**config.mk**
```make
export PLATFORM = sky130hd
export DESIGN_NAME = serial_frame_parser_crc8_flat
export DESIGN_NICKNAME = d
export VERILOG_FILES = /design/src/hw/rtl/sfp_pkg.sv /design/src/hw/rtl/sfp_if.sv /design/src/hw/rtl/sfp_frame_store.sv /design/src/hw/rtl/serial_frame_parser_crc8.sv /design/src/flat_wrapper.sv
export SDC_FILE = /design/constraint.sdc
export NUM_CORES = 1
export LEC_CHECK = 0
export BUFFER_PORTS_ARGS = -buffer_cell sky130_fd_sc_hd__buf_2
export CAP_MARGIN = 20
export CORE_MARGIN = 3
export CORE_UTILIZATION = 40
export CTS_CLUSTER_DIAMETER = 30
export DETAILED_ROUTE_END_ITERATION = 10
export PLACE_DENSITY = 0.53
export SLEW_MARGIN = 5
export SYNTH_ARGS = -nofsm -noshare
export SYNTH_HDL_FRONTEND = slang
export SYNTH_SLANG_ARGS = --single-unit
```
**constraint.sdc**
```tcl
create_clock -name clock -period 10.84 [get_ports clock]
set_clock_uncertainty 0.05 [all_clocks]
set_input_delay 1.084 -clock clock [delete_from_list [all_inputs] [get_ports clock]]
set_output_delay 1.084 -clock clock [all_outputs]
set_load 0.1 [all_outputs]
```
**src/hw/rtl/sfp_pkg.sv**
```systemverilog
// types, constants and the crc-8 step shared by the serial frame parser
package sfp_pkg;

   localparam logic [7:0] SYNC_BYTE     = 8'h7E;
   localparam logic [7:0] TYPE_VELOCITY = 8'hA0;
   localparam logic [7:0] TYPE_PID      = 8'h0F;
   localparam logic [7:0] CRC_POLY      = 8'h31;
   localparam logic [7:0] CRC_INIT      = 8'hFF;
   localparam logic [7:0] CRC_MSB       = 8'h80;

   localparam logic [4:0] POS_IDLE     = 5'd0;
   localparam logic [4:0] POS_SYNC     = 5'd1;
   localparam logic [4:0] POS_DATA     = 5'd2;
   localparam logic [4:0] POS_LED      = 5'd10;
   localparam logic [4:0] POS_VEL_LAST = 5'd11;
   localparam logic [4:0] POS_PID_LAST = 5'd26;

   localparam logic [2:0] LAST_WORD_VEL = 3'd1;
   localparam logic [2:0] LAST_WORD_PID = 3'd5;
   localparam logic [2:0] LAST_WORD_BAD = 3'd0;

   localparam logic KIND_VEL = 1'b0;
   localparam logic KIND_PID = 1'b1;

   typedef struct packed {
      logic       en;
      logic       bank;
      logic [4:0] pos;
      logic [7:0] data;
   } sfp_wr_type;

   typedef struct packed {
      logic       start;
      logic       kind;
      logic       ok;
      logic [7:0] led;
      logic       bank;
   } sfp_job_type;

   typedef struct packed {
      logic        frame_kind;
      logic [2:0]  word_index;
      logic [31:0] word_value;
      logic [7:0]  led_byte;
      logic        crc_ok;
      logic        last;
   } sfp_result_type;

   function automatic logic [7:0] crc8_update(input logic [7:0] crc, input logic [7:0] data);
      logic [7:0] c;
      c = crc ^ data;
      for (int i = 0; i < 8; i++) begin
         if ((c & CRC_MSB) != 8'h00) begin
            c = (c << 1) ^ CRC_POLY;
         end else begin
            c = c << 1;
         end
      end
      return c;
   endfunction

endpackage

```
**src/hw/rtl/sfp_if.sv**
```systemverilog
// valid/ready channel interfaces for received bytes and decoded words
interface sfp_req_if;
   logic       valid;
   logic       ready;
   logic [7:0] rx_byte;

   modport source (output valid, output rx_byte, input ready);
   modport sink (input valid, input rx_byte, output ready);
endinterface

interface sfp_rsp_if;
   logic        valid;
   logic        ready;
   logic        frame_kind;
   logic [2:0]  word_index;
   logic [31:0] word_value;
   logic [7:0]  led_byte;
   logic        crc_ok;
   logic        last;

   modport source (output valid, output frame_kind, output word_index, output word_value,
                   output led_byte, output crc_ok, output last, input ready);
   modport sink (input valid, input frame_kind, input word_index, input word_value,
                 input led_byte, input crc_ok, input last, output ready);
endinterface

```
**src/hw/rtl/sfp_frame_store.sv**
```systemverilog
// two-bank frame word memory, result read-out sequencer and output queue
module sfp_frame_store import sfp_pkg::*; #(
   parameter int FRAME_BUFFER_BYTES = 32
) (
   input  logic        clock,
   input  logic        reset,
   input  sfp_wr_type  wr,
   input  sfp_job_type job,
   output logic        job_busy,
   sfp_rsp_if.source   rsp_chan
);

   localparam int WORDS  = (FRAME_BUFFER_BYTES + 1) / 4;
   localparam int WIDX_W = $clog2(WORDS);

   logic [31:0] frame_mem_ff [2][WORDS];

   logic             job_active_ff, job_active_in;
   logic             job_kind_ff;
   logic             job_ok_ff;
   logic [7:0]       job_led_ff;
   logic             job_bank_ff;
   logic [2:0]       job_idx_ff, job_idx_in;
   logic [2:0]       job_last_ff;

   logic             rd_v_ff;
   logic [31:0]      rd_data_ff;
   sfp_result_type   rd_meta_ff, rd_meta_in;

   sfp_result_type   fifo_ff [2];
   sfp_result_type   push_entry;
   logic             wr_ptr_ff, wr_ptr_in;
   logic             rd_ptr_ff, rd_ptr_in;
   logic [1:0]       cnt_ff, cnt_in;
   logic [1:0]       occ;
   logic             pop;
   logic             issue;

   logic [4:0]        pos_m2;
   logic [WIDX_W-1:0] wr_widx;
   logic              wr_hit;

   // byte-lane write of incoming frame bytes
   assign pos_m2  = wr.pos - POS_DATA;
   assign wr_widx = WIDX_W'(pos_m2[4:2]);
   assign wr_hit  = wr.en && (int'(wr.pos) < FRAME_BUFFER_BYTES);

   always_ff @(posedge clock) begin
      if (wr_hit) begin
         frame_mem_ff[wr.bank][wr_widx][{pos_m2[1:0], 3'b000} +: 8] <= wr.data;
      end
      if (issue) begin
         rd_data_ff <= frame_mem_ff[job_bank_ff][WIDX_W'(job_idx_ff)];
      end
   end

   // read-out sequencer
   assign pop      = rsp_chan.valid && rsp_chan.ready;
   assign occ      = cnt_ff + 2'(rd_v_ff) - 2'(pop);
   assign issue    = job_active_ff && (occ < 2'd2);
   assign job_busy = job_active_ff;

   always_comb begin
      job_active_in = job_active_ff;
      job_idx_in    = job_idx_ff;
      if (job.start) begin
         job_active_in = 1'b1;
         job_idx_in    = 3'd0;
      end else if (issue) begin
         job_idx_in = job_idx_ff + 3'd1;
         if (job_idx_ff == job_last_ff) begin
            job_active_in = 1'b0;
         end
      end
   end

   always_comb begin
      rd_meta_in            = rd_meta_ff;
      rd_meta_in.frame_kind = job_kind_ff;
      rd_meta_in.word_index = job_idx_ff;
      rd_meta_in.word_value = '0;
      rd_meta_in.led_byte   = job_led_ff;
      rd_meta_in.crc_ok     = job_ok_ff;
      rd_meta_in.last       = (job_idx_ff == job_last_ff);
   end

   always_comb begin
      push_entry            = rd_meta_ff;
      push_entry.word_value = rd_meta_ff.crc_ok ? rd_data_ff : 32'h0;
   end

   // output queue
   always_comb begin
      cnt_in    = cnt_ff + 2'(rd_v_ff) - 2'(pop);
      wr_ptr_in = rd_v_ff ? ~wr_ptr_ff : wr_ptr_ff;
      rd_ptr_in = pop ? ~rd_ptr_ff : rd_ptr_ff;
   end

   always_ff @(posedge clock) begin
      if (reset) begin
         job_active_ff <= 1'b0;
         job_idx_ff    <= 3'd0;
         rd_v_ff       <= 1'b0;
         cnt_ff        <= 2'd0;
         wr_ptr_ff     <= 1'b0;
         rd_ptr_ff     <= 1'b0;
      end else begin
         job_active_ff <= job_active_in;
         job_idx_ff    <= job_idx_in;
         rd_v_ff       <= issue;
         cnt_ff        <= cnt_in;
         wr_ptr_ff     <= wr_ptr_in;
         rd_ptr_ff     <= rd_ptr_in;
      end
   end

   always_ff @(posedge clock) begin
      if (job.start) begin
         job_kind_ff <= job.kind;
         job_ok_ff   <= job.ok;
         job_led_ff  <= job.led;
         job_bank_ff <= job.bank;
         if (!job.ok) begin
            job_last_ff <= LAST_WORD_BAD;
         end else if (job.kind == KIND_PID) begin
            job_last_ff <= LAST_WORD_PID;
         end else begin
            job_last_ff <= LAST_WORD_VEL;
         end
      end
      if (issue) begin
         rd_meta_ff <= rd_meta_in;
      end
      if (rd_v_ff) begin
         fifo_ff[wr_ptr_ff] <= push_entry;
      end
   end

   assign rsp_chan.valid      = (cnt_ff != 2'd0);
   assign rsp_chan.frame_kind = fifo_ff[rd_ptr_ff].frame_kind;
   assign rsp_chan.word_index = fifo_ff[rd_ptr_ff].word_index;
   assign rsp_chan.word_value = fifo_ff[rd_ptr_ff].word_value;
   assign rsp_chan.led_byte   = fifo_ff[rd_ptr_ff].led_byte;
   assign rsp_chan.crc_ok     = fifo_ff[rd_ptr_ff].crc_ok;
   assign rsp_chan.last       = fifo_ff[rd_ptr_ff].last;

   a_queue_space: assert property (@(posedge clock) disable iff (reset)
      (3'(cnt_ff) + 3'(rd_v_ff)) <= 3'd2)
      else $error("output queue overrun");

   a_bad_crc_result: assert property (@(posedge clock) disable iff (reset)
      rsp_chan.valid && !rsp_chan.crc_ok |->
         rsp_chan.last && (rsp_chan.word_value == 32'h0) && (rsp_chan.word_index == 3'd0))
      else $error("crc error result malformed");

   a_job_taken: assert property (@(posedge clock) disable iff (reset)
      job.start |=> job_active_ff && (job_idx_ff == 3'd0))
      else $error("read-out job not started");

endmodule

```
**src/hw/rtl/serial_frame_parser_crc8.sv**
```systemverilog
// serial frame parser: takes one received byte per transfer and waits for sync byte 0x7e;
// the following type byte selects a velocity frame (two words, led byte, crc, 12 bytes) or a
// pid frame (six words and crc, 27 bytes), other types drop one more byte. a crc-8 (poly 0x31,
// init 0xff) over type and payload is checked against the final byte. a good frame yields one
// result per 32-bit little-endian word, a bad crc a single flagged result with a zero word.
// one byte is taken every cycle the input is ready; payload bytes land in a two-bank word memory,
// and after a frame's final byte its words are read out one per cycle while the output queue has
// room, each read word registered before it enters the queue. the input holds off only on the final
// byte of a frame while the words of the frame before are still being read from the memory.
module serial_frame_parser_crc8 import sfp_pkg::*; #(
   parameter int FRAME_BUFFER_BYTES = 32
) (
   input logic        clock,
   input logic        reset,
   sfp_req_if.sink    req_chan,
   sfp_rsp_if.source  rsp_chan
);

   logic [4:0]  pos_ff, pos_in;
   logic [7:0]  type_ff, type_in;
   logic [7:0]  crc_ff, crc_in;
   logic [7:0]  led_ff, led_in;
   logic        bank_ff, bank_in;

   logic        acc;
   logic        finishing;
   logic        job_busy;
   logic [7:0]  b;
   sfp_wr_type  wr;
   sfp_job_type job;

   assign b         = req_chan.rx_byte;
   assign finishing = ((pos_ff == POS_VEL_LAST) && (type_ff == TYPE_VELOCITY)) ||
                      ((pos_ff == POS_PID_LAST) && (type_ff == TYPE_PID));
   assign req_chan.ready = !(finishing && job_busy);
   assign acc       = req_chan.valid && req_chan.ready;

   always_comb begin
      pos_in    = pos_ff;
      type_in   = type_ff;
      crc_in    = crc_ff;
      led_in    = led_ff;
      bank_in   = bank_ff;
      wr.en     = 1'b0;
      wr.bank   = bank_ff;
      wr.pos    = pos_ff;
      wr.data   = b;
      job.start = 1'b0;
      job.kind  = (type_ff == TYPE_PID) ? KIND_PID : KIND_VEL;
      job.ok    = (b == crc_ff);
      job.led   = (type_ff == TYPE_VELOCITY) ? led_ff : 8'h00;
      job.bank  = bank_ff;
      if (acc) begin
         if (pos_ff > POS_SYNC) begin
            wr.en = 1'b1;
            if (pos_ff == POS_LED) begin
               led_in = b;
            end
            if (finishing) begin
               job.start = 1'b1;
               bank_in   = ~bank_ff;
               pos_in    = POS_IDLE;
            end else if ((type_ff == TYPE_VELOCITY) || (type_ff == TYPE_PID)) begin
               pos_in = pos_ff + 5'd1;
               crc_in = crc8_update(crc_ff, b);
            end else begin
               pos_in = POS_IDLE;
            end
         end else if (pos_ff == POS_SYNC) begin
            pos_in  = POS_DATA;
            type_in = b;
            crc_in  = crc8_update(CRC_INIT, b);
         end
         if ((pos_in == POS_IDLE) && (b == SYNC_BYTE)) begin
            pos_in = POS_SYNC;
         end
      end
   end

   always_ff @(posedge clock) begin
      if (reset) begin
         pos_ff  <= POS_IDLE;
         type_ff <= 8'h00;
         crc_ff  <= CRC_INIT;
         bank_ff <= 1'b0;
      end else begin
         pos_ff  <= pos_in;
         type_ff <= type_in;
         crc_ff  <= crc_in;
         bank_ff <= bank_in;
      end
   end

   always_ff @(posedge clock) begin
      led_ff <= led_in;
   end

   sfp_frame_store #(
      .FRAME_BUFFER_BYTES (FRAME_BUFFER_BYTES)
   ) u_store (
      .clock    (clock),
      .reset    (reset),
      .wr       (wr),
      .job      (job),
      .job_busy (job_busy),
      .rsp_chan (rsp_chan)
   );

   a_type_follows_sync: assert property (@(posedge clock) disable iff (reset)
      acc && (pos_ff == POS_SYNC) |=> (pos_ff == POS_DATA) && (type_ff == $past(b)))
      else $error("type byte not taken after sync");

   a_pos_bound: assert property (@(posedge clock) disable iff (reset)
      pos_ff <= POS_PID_LAST)
      else $error("frame position out of range");

   a_no_job_overlap: assert property (@(posedge clock) disable iff (reset)
      job.start |-> !job_busy)
      else $error("frame finished while read-out still busy");

   a_idle_waits_sync: assert property (@(posedge clock) disable iff (reset)
      acc && (pos_ff == POS_IDLE) && (b != SYNC_BYTE) |=> (pos_ff == POS_IDLE))
      else $error("left idle without sync byte");

endmodule

```
**src/flat_wrapper.sv**
```systemverilog
// flat-port wrapper written by rule: the top's interface ports become plain ports
module serial_frame_parser_crc8_flat import sfp_pkg::*;
#(
   parameter int FRAME_BUFFER_BYTES = 32
)
  (clock, reset, req_chan_valid, req_chan_rx_byte, req_chan_ready, rsp_chan_valid, rsp_chan_frame_kind, rsp_chan_word_index, rsp_chan_word_value, rsp_chan_led_byte, rsp_chan_crc_ok, rsp_chan_last, rsp_chan_ready);
  sfp_req_if req_chan_i ();
  sfp_rsp_if rsp_chan_i ();
  input logic clock;
  input logic reset;
  input wire logic [$bits(req_chan_i.valid)-1:0] req_chan_valid;
  input wire logic [$bits(req_chan_i.rx_byte)-1:0] req_chan_rx_byte;
  output wire logic [$bits(req_chan_i.ready)-1:0] req_chan_ready;
  output wire logic [$bits(rsp_chan_i.valid)-1:0] rsp_chan_valid;
  output wire logic [$bits(rsp_chan_i.frame_kind)-1:0] rsp_chan_frame_kind;
  output wire logic [$bits(rsp_chan_i.word_index)-1:0] rsp_chan_word_index;
  output wire logic [$bits(rsp_chan_i.word_value)-1:0] rsp_chan_word_value;
  output wire logic [$bits(rsp_chan_i.led_byte)-1:0] rsp_chan_led_byte;
  output wire logic [$bits(rsp_chan_i.crc_ok)-1:0] rsp_chan_crc_ok;
  output wire logic [$bits(rsp_chan_i.last)-1:0] rsp_chan_last;
  input wire logic [$bits(rsp_chan_i.ready)-1:0] rsp_chan_ready;
  assign req_chan_i.valid = req_chan_valid;
  assign req_chan_i.rx_byte = req_chan_rx_byte;
  assign req_chan_ready = req_chan_i.ready;
  assign rsp_chan_valid = rsp_chan_i.valid;
  assign rsp_chan_frame_kind = rsp_chan_i.frame_kind;
  assign rsp_chan_word_index = rsp_chan_i.word_index;
  assign rsp_chan_word_value = rsp_chan_i.word_value;
  assign rsp_chan_led_byte = rsp_chan_i.led_byte;
  assign rsp_chan_crc_ok = rsp_chan_i.crc_ok;
  assign rsp_chan_last = rsp_chan_i.last;
  assign rsp_chan_i.ready = rsp_chan_ready;
  serial_frame_parser_crc8 #(.FRAME_BUFFER_BYTES(FRAME_BUFFER_BYTES)) u_core (.clock(clock), .reset(reset), .req_chan(req_chan_i), .rsp_chan(rsp_chan_i));
endmodule
```
### Word-level counts from Yosys, hierarchy flattened

Memory sizes are Yosys's and may differ from the RTL's. A register that Yosys moved wholly into a read port is not among the register bits.
Cells that the tools add are included.

* $add $sub $neg: 6
* bitwise operators: 24
* shifts and indexed selects: 2
* reduce and logical (&&, ||, !) cells: 22
* $lt $le $gt $ge: 5
* multiplexer cells: 98
* equal/unequal tests: 11

Operator list (number)
* $mux W8: 53
* $mux W256: 1
* $mux W32: 4
* $bmux W32 S3: 1
* $demux W32 S3: 1
* $mux W6: 16
* $not A3 Y3: 16
* $shift A8 B7 Y32 const A: 1
* $shiftx A8 B7 Y32: 1
* $mux W5: 6
* $mux W1: 15
* $eq A5 B4 Y1 const B: 2
* $reduce_and A3 Y1: 3
* $eq A8 B4 Y1 const B: 1
* $eq A8 B7 Y1 const B: 1
* $eq A8 B8 Y1: 1
* $eq A8 B8 Y1 const B: 1
* $ge A4 B4 Y1 const B: 2
* $logic_and A1 B1 Y1: 8
* $not A3 Y4: 2
* $not A8 Y8: 1
* $reduce_bool A2 Y1: 4
* $xor A8 B8 Y8: 1
* $neg A5 Y7: 1
* other kinds (20): 25

* flip-flop bits (word level): 99
* input port bits: 12
* memories kept: 2
* word-level logic and storage cells: 192
* bits in writable memories: 604

Memories
* u_core.u_store.frame_mem_ff: words 2, width 256, rd ports 1, clocked after memory_dff 1, wr ports 1, RTL line sfp_frame_store.sv:16 `logic [31:0] frame_mem_ff [2][WORDS];`
* u_core.u_store.fifo_ff: words 2, width 46, rd ports 1, clocked after memory_dff 1, wr ports 1, RTL line sfp_frame_store.sv:30 `sfp_result_type fifo_ff [2];`

### Depth between registers and ports, before layout

Gate-level depths: netlist (run 1).

* depth in word-level cells: 48
* gate-level depth with buffers: 12

### Modules after synthesis

Synthesis (run 1) repeated with hierarchy kept, for this count alone.

* cell total of the unflattened synthesis: 1444
* area total of the unflattened synthesis: 27871.7 um^2

By module, submodules not included
* sfp_frame_store: area each 25771.0 um^2, seq. area each 20129.3 um^2, instances 1, cells each 1213
* serial_frame_parser_crc8: area each 2100.8 um^2, seq. area each 680.7 um^2, instances 1, cells each 231

### Worst setup path after synthesis (run 1)

Ideal clock, no wire load.

* path kind: input to register
* start: in rsp_chan_ready
* end: reg u_core.u_store.job_idx_ff[2]
* slack: 6.671 ns
* path buffers: 1
* library setup time: 0.066 ns
* data required time: 10.724 ns
* stages: 11
* data arrival time: 4.053 ns
* cell sequence: and2_1 ha_1 inv_1 ha_1 xor2_1 xnor2_1 and2_1 clkbuf_1 nand2_1 xor2_1 nor2_1

* cells in the longest elaborated chain, start to end: 4

Ends and longest elaborated chain
* from (decl): RTL line flat_wrapper.sv:21 `input wire logic [$bits(rsp_chan_i.ready)-1:0] rsp_chan_ready;`
* $logic_and A1 B1 Y1: RTL line sfp_frame_store.sv:58 `assign pop = rsp_chan.valid && rsp_chan.ready;`
* $sub A2 B1 Y2: RTL line sfp_frame_store.sv:59 `assign occ = cnt_ff + 2'(rd_v_ff) - 2'(pop);`
* $lt A2 B2 Y1: RTL line sfp_frame_store.sv:60 `assign issue = job_active_ff && (occ < 2'd2);`
* $logic_and A1 B1 Y1: RTL line sfp_frame_store.sv:60
* via u_core.u_store.issue: RTL line sfp_frame_store.sv:37 `logic issue;`
* to (signal assigned): RTL line sfp_frame_store.sv:109 `job_idx_ff <= job_idx_in;`
* to (decl): RTL line sfp_frame_store.sv:23 `logic [2:0] job_idx_ff, job_idx_in;`

The timed path passes the listed nets, and every way through them passes these cells.
A chain may end at the register's enable or synchronous reset.

### Final worst setup path (run 1)

* start: reg u_core.pos_ff[0]
* end: out req_chan_ready

* cells in the longest elaborated chain, start to end: 5

Ends and longest elaborated chain
* from (decl): RTL line serial_frame_parser_crc8.sv:19 `logic [4:0] pos_ff, pos_in;`
* from (signal assigned): RTL line serial_frame_parser_crc8.sv:87 `pos_ff <= pos_in;`
* $eq A5 B4 Y1 or $eq A5 B5 Y1 (tied branches): RTL line serial_frame_parser_crc8.sv:33, serial_frame_parser_crc8.sv:34
* $logic_and A1 B1 Y1 (on tied branches): RTL line serial_frame_parser_crc8.sv:33, serial_frame_parser_crc8.sv:34
* $logic_or A1 B1 Y1 (*): RTL line serial_frame_parser_crc8.sv:33 `assign finishing = ((pos_ff == POS_VEL_LAST) && (type_ff == TYPE_VELOCITY)) ||`
* $logic_and A1 B1 Y1 (*): RTL line serial_frame_parser_crc8.sv:35 `assign req_chan.ready = !(finishing && job_busy);`
* $logic_not A1 Y1 (*): RTL line serial_frame_parser_crc8.sv:35
* to (decl): RTL line flat_wrapper.sv:13 `output wire logic [$bits(req_chan_i.ready)-1:0] req_chan_ready;`

Mark *: on every way between the ends. The rest lies on a longest branch, timed or not.

==> results of run 1 <==
report_power, final:
group	total, mW	internal (mW)	switching [mW]
logic	0.334	0.0762	0.258
registers	2.98	2.98	0.00787
clock network	4.15	2.76	1.39
through the flow:
stage          hold slack [ps]  area (µm²)  setup WS (ps)  power, mW
2_1_floorplan              350       27500           6670       3.30
3_3_place_gp               351       28800           7050       3.37
3_5_place_dp               355       28800           7040       3.37
4_1_cts                    360       33300           6950       7.55
5_1_grt                    358       33300           6760       7.70
6_report                   361       33300           6960       7.47
kinds of logic (layout without fill, tap and decap cells):
family,count (synthesis),in the layout,synth area share (%)
xor gates and xnor gates,55,55,1.75
and+or+nand+nor,253,253,4.80
adders and majority gates,10,10,0.455
DFF,704,704,75.6
AOI/OAI and AO/OA,47,47,1.13
muxes,208,208,15.1
buffers and inverters,77,327,1.18
other,0,3,0
final cells by class:
type / instances / share of cell area (%)
diodes: 3 / 0.0225
multi-input cells: 573 / 19.2
well taps: 873 / 3.28
flip-flops and latches: 704 / 62.4
inverters: 10 / 0.113
repair buffers: 74 / 1.22
clock inverters: 98 / 3.48
clock buffers: 145 / 10.3
path summary, 6_finish.rpt:
kind	start	endpoint
worst max register to register	u_core.pos_ff[0]	u_core.u_store.frame_mem_ff[0][190]
worst max-delay path	u_core.pos_ff[0]	req_chan_ready
worst min register to register	u_core.u_store.job_ok_ff	u_core.u_store.push_entry[1]
worst min-delay path	u_core.u_store.job_ok_ff	u_core.u_store.push_entry[1]
cell usage in the layout (no fill, tap or decap), types with 8 or more instances in the layout:
master / instances
xor2_1: 18
bufinv_16: 19
nand2_1: 31
nor2_1: 89
clkinv_2: 19
nand3_1: 17
xnor2_1: 37
mux4_2: 160
ha_1: 10
buf_4: 15
clkbuf_16: 135
inv_1: 10
mux2_2: 47
clkinv_1: 8
clkinv_4: 10
buf_2: 59
edfxtp_1: 671
inv_6: 23
and2_1: 74
a21oi_1: 21
clkbuf_1: 9
dfxtp_1: 28
o21ai_0: 8
clkinvlp_4: 15
flip-flops by register name, summed over array words and instances (netlist names), 2 cells and up, named ones only:
name / cells
u_core.crc_ff: 8
u_core.u_store.job_led_ff: 8
u_core.u_store.cnt_ff: 2
u_core.u_store.rd_data_ff: 32
u_core.u_store.push_entry: 14
u_core.u_store.fifo_ff: 92
u_core.led_ff: 8
u_core.type_ff: 8
u_core.pos_ff: 5
u_core.u_store.job_last_ff: 2
u_core.u_store.job_idx_ff: 3
u_core.u_store.frame_mem_ff: 512
routing by layer:
metal	part of all wire, %	track usage, %	vias up
li1	-	-	5777
met1	44	23.4	6932
met2	49	28.3	373
met3	5.4	4.79	85
met4	2.1	5.34	0
met5	0	0	-
worst max-delay path: stages, from the launching register on:
cell	delay (ps)
dfxtp_1	550
ha_1	330
nor4bb_1	390
and4_1	350
o21ai_2	100
buf_2	340
==> run_results.csv, run 1 <==
group,metric,value,unit
run_status,status,"finished, final reports clean",
synthesis,synth_fp_nets,1376,
finish,final_util,49.3,%
global_routing,grt_usage,17.5,%
global_routing,grt_max_degree,68,
timing,fin_crit,3880,ps
worst_hold_path,hold_class,"reg2reg",
run,maxCapViolations,0,
setup_path,crit_path_start_kind,"flip-flop",
clock_network,postCtsSetupBuffers,0,
synthesis,ys_warn_count,0,
synthesis,synth_seq_area_share,75.6,%
routing,drt_iter0_drc,993,
global_routing,grt_pass1_wl,91.3,mm
clock_network,ctsHoldBuffers,0,
synthesis,synth_area_leaders,"edfxtp_1, mux4_2, dfxtp_1",
clock_network,cts-buffers-inserted,131,
synthesis,synth.most_common_cell,"edfxtp_1",
finish,drive_gt1_share,33.1,%
pwr,p_leak,10.8,nW
finish,seq_area,20800,µm²
setup_path,crit_arrival,2750,ps
routing,drt_pass1_iterations,5,
synthesis,ys_types,56,
finish,final_cells,2480,
worst_hold_path,min_path_cells,0,
placed_design,dp_hpwl,36.5,mm
die,num_rows,95,
pwr,ir_drop,155,µV
timing,worst_pin_slew,1070,ps
setup_path,r2r_cells,9,
timing,maxSlewViolCount,0,
die,die_area,72000,µm²
clock_network,cts_buffer_depth,3,
synthesis,synthFlopType,"edfxtp_1",
routing,post-route-drc-count,0,
synthesis,syn_area_per_cell,20.3,µm²
clock_network,clkLatencyLatePin,700,ps
synthesis,yosysTopAreaCell,"edfxtp_1",
global_routing,overflow,0,
timing,hold_viol,0,
clock_network,cts_resized,0,
timing,finalCritPeriodShare,35.8,%
placed_design,place_congestion,0.807,
placed_design,dpl.cell_count,2234,
setup_path,required,9710,ps
synthesis,synth_enable_flop_cells,671,
clock_network,cts.sinks,704,
die,die_x,268,µm
timing,setup_viol_count_final,0,
timing,tns,0,ps
setup_path,worstSetupPathType,"reg2out",
routing,wl_per_cell,24.6,µm
placed_design,numPortBuffers,59,
synthesis,ys_ff_latch,704,
clock_network,cts_root_buf,"clkbuf_16",
synthesis,syn_inst,1354,
synthesis,synth_top_area_share,73.2,%
clock_network,path_clk_slew,50,ps
finish,fin_nets,1516,
timing,max_clock_freq,257,MHz
routing,routed-via-count,13200,
setup_path,critPathCaptureType,"output port",
finish,area_growth,21.2,%
pwr,p_per_area,224,nW/µm²
die,ios,60,
clock_network,h-tree-depth,4,
timing,rsz0062_at_grt,"no",
finish,multiInputGateArea,6390,µm²
synthesis,synthArstFlopShare,0,%
clock_network,cts_tree,"built",
die,die_h,268,µm
timing,relSlewSlack,29.0,%
die,start_util,40.7,%
finish,fillCellCount,5429,
synthesis,synth_area,27500,µm²
routing,avgViaCountPerCell,5.31,
global_routing,first_global_vias,14100,
global_routing,antenna_found_initial,3,
routing,ant_nets,0,
setup_path,cp_max_fo,12,
routing,finalWirelength,61.0,mm
synthesis,synthTopCellsByCount,"edfxtp_1, mux4_2, nor2_1",
die,core_area,67600,µm²
setup_path,r2r_slack,7060,ps
No activity file was read; power rests on OpenSTA's default activity.
==> run 2, diff against run 1 <==
==> constraint.sdc (replaced) <==
create_clock -name clock -period 3.7 [get_ports clock]
set_clock_uncertainty 0.05 [all_clocks]
set_input_delay 0.37 -clock clock [delete_from_list [all_inputs] [get_ports clock]]
set_output_delay 0.37 -clock clock [all_outputs]
set_load 0.1 [all_outputs]
==> run_results.csv, run 2 (synthesis gave the netlist of run 1 again) <==
group,metric,value,unit
clock_network,cts_buffer_depth,3,
pwr,ir_drop,392,µV
placed_design,place_congestion,0.837,
timing,setup_viol_count_final,0,
pwr,combinationalPowerShare,4.4,%
timing,fin_crit,3200,ps
placed_design,dp_hpwl,37.9,mm
die,die_x,268,µm
setup_path,path_buf_inv,2,
finish,final_util,50.5,%
finish,layout_commonest_cell,"edfxtp_1",
clock_network,cts_root_buf,"clkbuf_16",
clock_network,cts.sinks,704,
global_routing,overflow,0,
routing,ant_nets,0,
setup_path,cp_max_fo,12,
finish,diodes,0,
worst_hold_path,min-delay-start,"req_chan_rx_byte[4]",
setup_path,timing.rr.start,"u_core.pos_ff[0]",
finish,fin_area,34100,µm²
setup_path,max_stage_delay,550,ps
global_routing,first_global_vias,14200,
global_routing,antenna_found_initial,3,
clock_network,cts-buffers-inserted,131,
pwr,switching_share,21.4,%
global_routing,grt_max_degree,44,
die,die_h,268,µm
timing,relSlewSlack,31.9,%
timing,tns,0,ps
finish,area_growth,24.1,%
setup_path,worstSetupPathType,"reg2reg",
timing,hold_viol,0,
global_routing,grt_pass1_wl,91.3,mm
die,die_area,72000,µm²
routing,wl_per_cell,23.7,µm
routing,finalWirelength,60.7,mm
routing,drt_pass1_iterations,5,
setup_path,required,4050,ps
timing,hold_ws,66.0,ps
timing,maxSlewViolCount,0,
setup_path,crit_chain,"inv_1 > ha_1 > nand4b_1 > nor3_4 > o21ai_2 > and4_1 > nand2_1 > nor2_1 > buf_4",
pwr,p_clk_share,55.6,%
die,num_rows,95,
clock_network,h-tree-depth,4,
routing,avgViaCountPerCell,5.20,
clock_network,postCtsSetupBuffers,0,
timing,finalCritPeriodShare,86.4,%
die,start_util,40.7,%
pwr,p_per_area,643,nW/µm²
timing,worst_pin_slew,1020,ps
routing,post-route-drc-count,0,
clock_network,path_clk_slew,50,ps
placed_design,numPortBuffers,59,
setup_path,critPathTopFamily,"simple AND/OR/NAND/NOR gates",
timing,max_clock_freq,313,MHz
routing,routed-via-count,13400,
clock_network,ctsHoldBuffers,1,
finish,mostFrequentLayoutCells,"edfxtp_1, mux4_2, clkbuf_16",
worst_hold_path,min_path_cells,1,
run_status,status,"finished, final reports clean",
global_routing,grt_usage,17.6,%
routing,drt_iter0_drc,989,
setup_path,critPathCaptureType,"flip-flop",
pwr,p_leak,11.3,nW
finish,fillCellCount,5409,
pwr,power_frac_seq,40.0,%
finish,largest_register_ff_count,512,
clock_network,cts_tree,"built",
run,maxCapViolations,0,
setup_path,r2r_slack,500,ps
finish,drive_gt1_share,35.9,%
die,core_area,67600,µm²
clock_network,clkLatencyLatePin,690,ps
finish,fin_nets,1607,
setup_path,critPathSlowestCell,"dfxtp_1",
pwr,p_switching,4.70,mW
worst_hold_path,hold_class,"in2reg",
setup_path,crit_path_start_kind,"flip-flop",
worst_hold_path,min_to,"u_core.led_ff[4]",
die,ios,60,
timing,rsz0062_at_grt,"no",
setup_path,r2r_cells,9,
setup_path,crit_arrival,3550,ps
pwr,p_int,17.2,mW
clock_network,cts_resized,0,
setup_path,worst_r2r_endpoint,"u_core.u_store.frame_mem_ff[1][156]",
placed_design,placed_cell_area,29500,µm²
## run 2: area by class of cell
type,count,area [µm²],share of cell area [%]
clock inverter,83,1090,3.19
clock buffer,158,3530,10.3
inverter,10,37.5,0.110
sequential,704,20800,61.0
multi-input combinational,573,6390,18.7
timing repair buffer,165,1180,3.45
tap,873,1090,3.20
## run 2: per-stage QoR
| stage | setup slack, ps | power [mW] | instances |
|---|---|---|---|
| floorplan | 73.0 | 9.66 | 1354 |
| global placement | 680 | 9.88 | 2323 |
| detailed placement | 541 | 9.89 | 2323 |
| CTS | 477 | 22.2 | 2565 |
| global route | 238 | 22.7 | 2566 |
| finish | 502 | 21.9 | 2566 |
## run 2: power by group through the flow
| stage | clock network [mW] | logic [mW] | registers [mW] |
|---|---|---|---|
| floorplan | 0 | 0.780 | 8.88 |
| global placement | 0 | 0.969 | 8.91 |
| detailed placement | 0 | 0.975 | 8.91 |
| CTS | 12.4 | 0.978 | 8.76 |
| global route | 12.9 | 1.02 | 8.76 |
| finish | 12.2 | 0.964 | 8.77 |
## run 2: per-layer routing
| layer | track usage, % | up-vias | routed length [µm] |
|---|---|---|---|
| li1 | - | 5942 | - |
| met1 | 22.9 | 6992 | 25900 |
| met2 | 28.8 | 317 | 30400 |
| met3 | 4.58 | 101 | 3090 |
| met4 | 6.18 | 4 | 1360 |
| met5 | 0 | - | 27 |
## run 2: how the worst max path moves through the flow
stage	cells after the start	slack, ps	end	from
after detailed placement	9	540	u_core.u_store.frame_mem_ff[1][154]	u_core.pos_ff[0]
after floorplan	10	70	u_core.u_store.frame_mem_ff[0][0]	u_core.pos_ff[0]
after global routing	9	240	u_core.u_store.frame_mem_ff[1][156]	u_core.pos_ff[0]
final	9	500	u_core.u_store.frame_mem_ff[1][156]	u_core.pos_ff[0]
after CTS	6	480	req_chan_ready	u_core.pos_ff[0]
after global placement	9	680	u_core.u_store.frame_mem_ff[1][154]	u_core.pos_ff[0]
==> run 3, diff against run 2 <==
--- a/config.mk
+++ b/config.mk
@@ -8,10 +8,10 @@
 export BUFFER_PORTS_ARGS = -buffer_cell sky130_fd_sc_hd__buf_2
 export CAP_MARGIN = 20
 export CORE_MARGIN = 3
-export CORE_UTILIZATION = 40
+export CORE_UTILIZATION = 55
 export CTS_CLUSTER_DIAMETER = 30
 export DETAILED_ROUTE_END_ITERATION = 10
-export PLACE_DENSITY = 0.53
+export PLACE_DENSITY = 0.69
 export SLEW_MARGIN = 5
 export SYNTH_ARGS = -nofsm -noshare
 export SYNTH_HDL_FRONTEND = slang
==> run_results.csv, run 3 (synthesis gave the netlist of run 1 again) <==
group,metric,value,unit
run_status,status,"finished, final reports clean",
clock_network,cts_root_buf,"clkbuf_16",
timing,relSlewSlack,37.2,%
finish,layout_commonest_cell,"edfxtp_1",
global_routing,antenna_found_initial,3,
timing,hold_ws,64.3,ps
clock_network,cts_tree,"built",
setup_path,required,3940,ps
routing,ant_nets,0,
pwr,ir_drop,427,µV
global_routing,grt_max_degree,68,
clock_network,clkLatencyLatePin,670,ps
pwr,p_leak,11.0,nW
clock_network,postCtsSetupBuffers,0,
setup_path,crit_chain,"inv_1 > ha_1 > nand4b_1 > nor3_4 > o21ai_2 > and4_1 > nand2_1 > nor2_1",
setup_path,crit_path_start_kind,"flip-flop",
global_routing,first_global_vias,14000,
pwr,p_per_area,628,nW/µm²
finish,largest_register_ff_count,512,
clock_network,cts_resized,0,
finish,area_growth,21.1,%
setup_path,max_stage_delay,650,ps
die,core_area,49200,µm²
finish,fin_nets,1584,
timing,worst_pin_slew,942,ps
timing,rsz0062_at_grt,"no",
routing,finalWirelength,57.6,mm
global_routing,overflow,0,
clock_network,cts_buffer_depth,3,
die,ios,60,
placed_design,place_congestion,0.918,
timing,max_clock_freq,300,MHz
finish,mostFrequentLayoutCells,"edfxtp_1, mux4_2, clkbuf_16",
timing,setup_viol_count_final,0,
global_routing,grt_pass1_wl,87.2,mm
clock_network,cts.sinks,704,
setup_path,critPathSlowestCell,"nor2_1",
run,maxCapViolations,0,
finish,fillCellCount,3047,
clock_network,h-tree-depth,3,
clock_network,ctsHoldBuffers,0,
setup_path,cp_max_fo,12,
timing,fin_crit,3330,ps
setup_path,critPathCaptureType,"flip-flop",
worst_hold_path,hold_class,"in2reg",
setup_path,crit_arrival,3570,ps
timing,finalCritPeriodShare,90.0,%
timing,tns,0,ps
routing,routed-via-count,13500,
routing,drt_pass1_iterations,5,
clock_network,path_clk_slew,50,ps
routing,avgViaCountPerCell,5.76,
placed_design,dp_hpwl,35.5,mm
timing,hold_viol,0,
routing,wl_per_cell,24.6,µm
placed_design,numPortBuffers,59,
routing,post-route-drc-count,0,
die,num_rows,81,
routing,drt_iter0_drc,1122,
die,start_util,56.0,%
die,die_h,230,µm
clock_network,cts-buffers-inserted,121,
finish,drive_gt1_share,34.9,%
die,die_x,230,µm
setup_path,worstSetupPathType,"reg2reg",
die,die_area,52800,µm²
global_routing,grt_usage,22.4,%
timing,maxSlewViolCount,0,
==> run 3: final timing paths <==
kind                             from                            endpoint  slack (ps)  cells after the start
min               req_chan_rx_byte[3]                   u_core.type_ff[3]          60                      3
max reg2reg          u_core.pos_ff[0]  u_core.u_store.frame_mem_ff[1][62]         370                      8
min reg2reg  u_core.u_store.job_ok_ff        u_core.u_store.push_entry[1]         360                      0
max                  u_core.pos_ff[0]  u_core.u_store.frame_mem_ff[1][62]         370                      8
==> run 3: final cells by class <==
class	instances	area, µm²	share of cell area (%)
multi-input combinational	573	6390	19.2
clock inverter	89	1050	3.15
clock buffer	143	3170	9.52
tap	664	831	2.49
sequential	704	20800	62.5
antenna	1	2.50	0.00751
inverter	10	37.5	0.113
timing repair buffer	152	1030	3.08
==> run 3: metal layers <==
| layer | part of all wire [%] | global-route usage (%) |
|---|---|---|
| met5 | 0.024 | 0 |
| met4 | 2.7 | 8.29 |
| met3 | 6.8 | 5.00 |
| met2 | 50 | 36.7 |
| met1 | 41 | 29.9 |
==> run 3: power breakdown <==
part	internal [mW]	switching, mW	total [mW]	leakage (nW)
Sequential	8.72	0.0350	8.75	6.42
Clock	7.41	3.81	11.2	2.02
Combinational	0.231	0.727	0.958	2.57
==> run 3: worst max-delay path, delay by kind of cell (launching register included) <==
kind | cells | cell delay, ps
DFF | 1 | 570
and+or+nand+nor | 5 | 1610
AOI/OAI and AO/OA | 1 | 210
adders and majority gates | 1 | 330
buffers and inverters | 1 | 180
==> run 3: metrics by stage <==
step                      cells  cell area [µm²]  utilization (%)  power (mW)  setup WS, ps
final                      2336            33300             67.8        20.9           371
after global routing       2336            33300             67.8        21.5           236
after CTS                  2334            33300             67.8        21.1           447
after detailed placement   2102            29100             59.2        9.87           481
after global placement     2102            29100             59.2        9.85           605
after floorplan            1354            27500                -        9.66          73.0
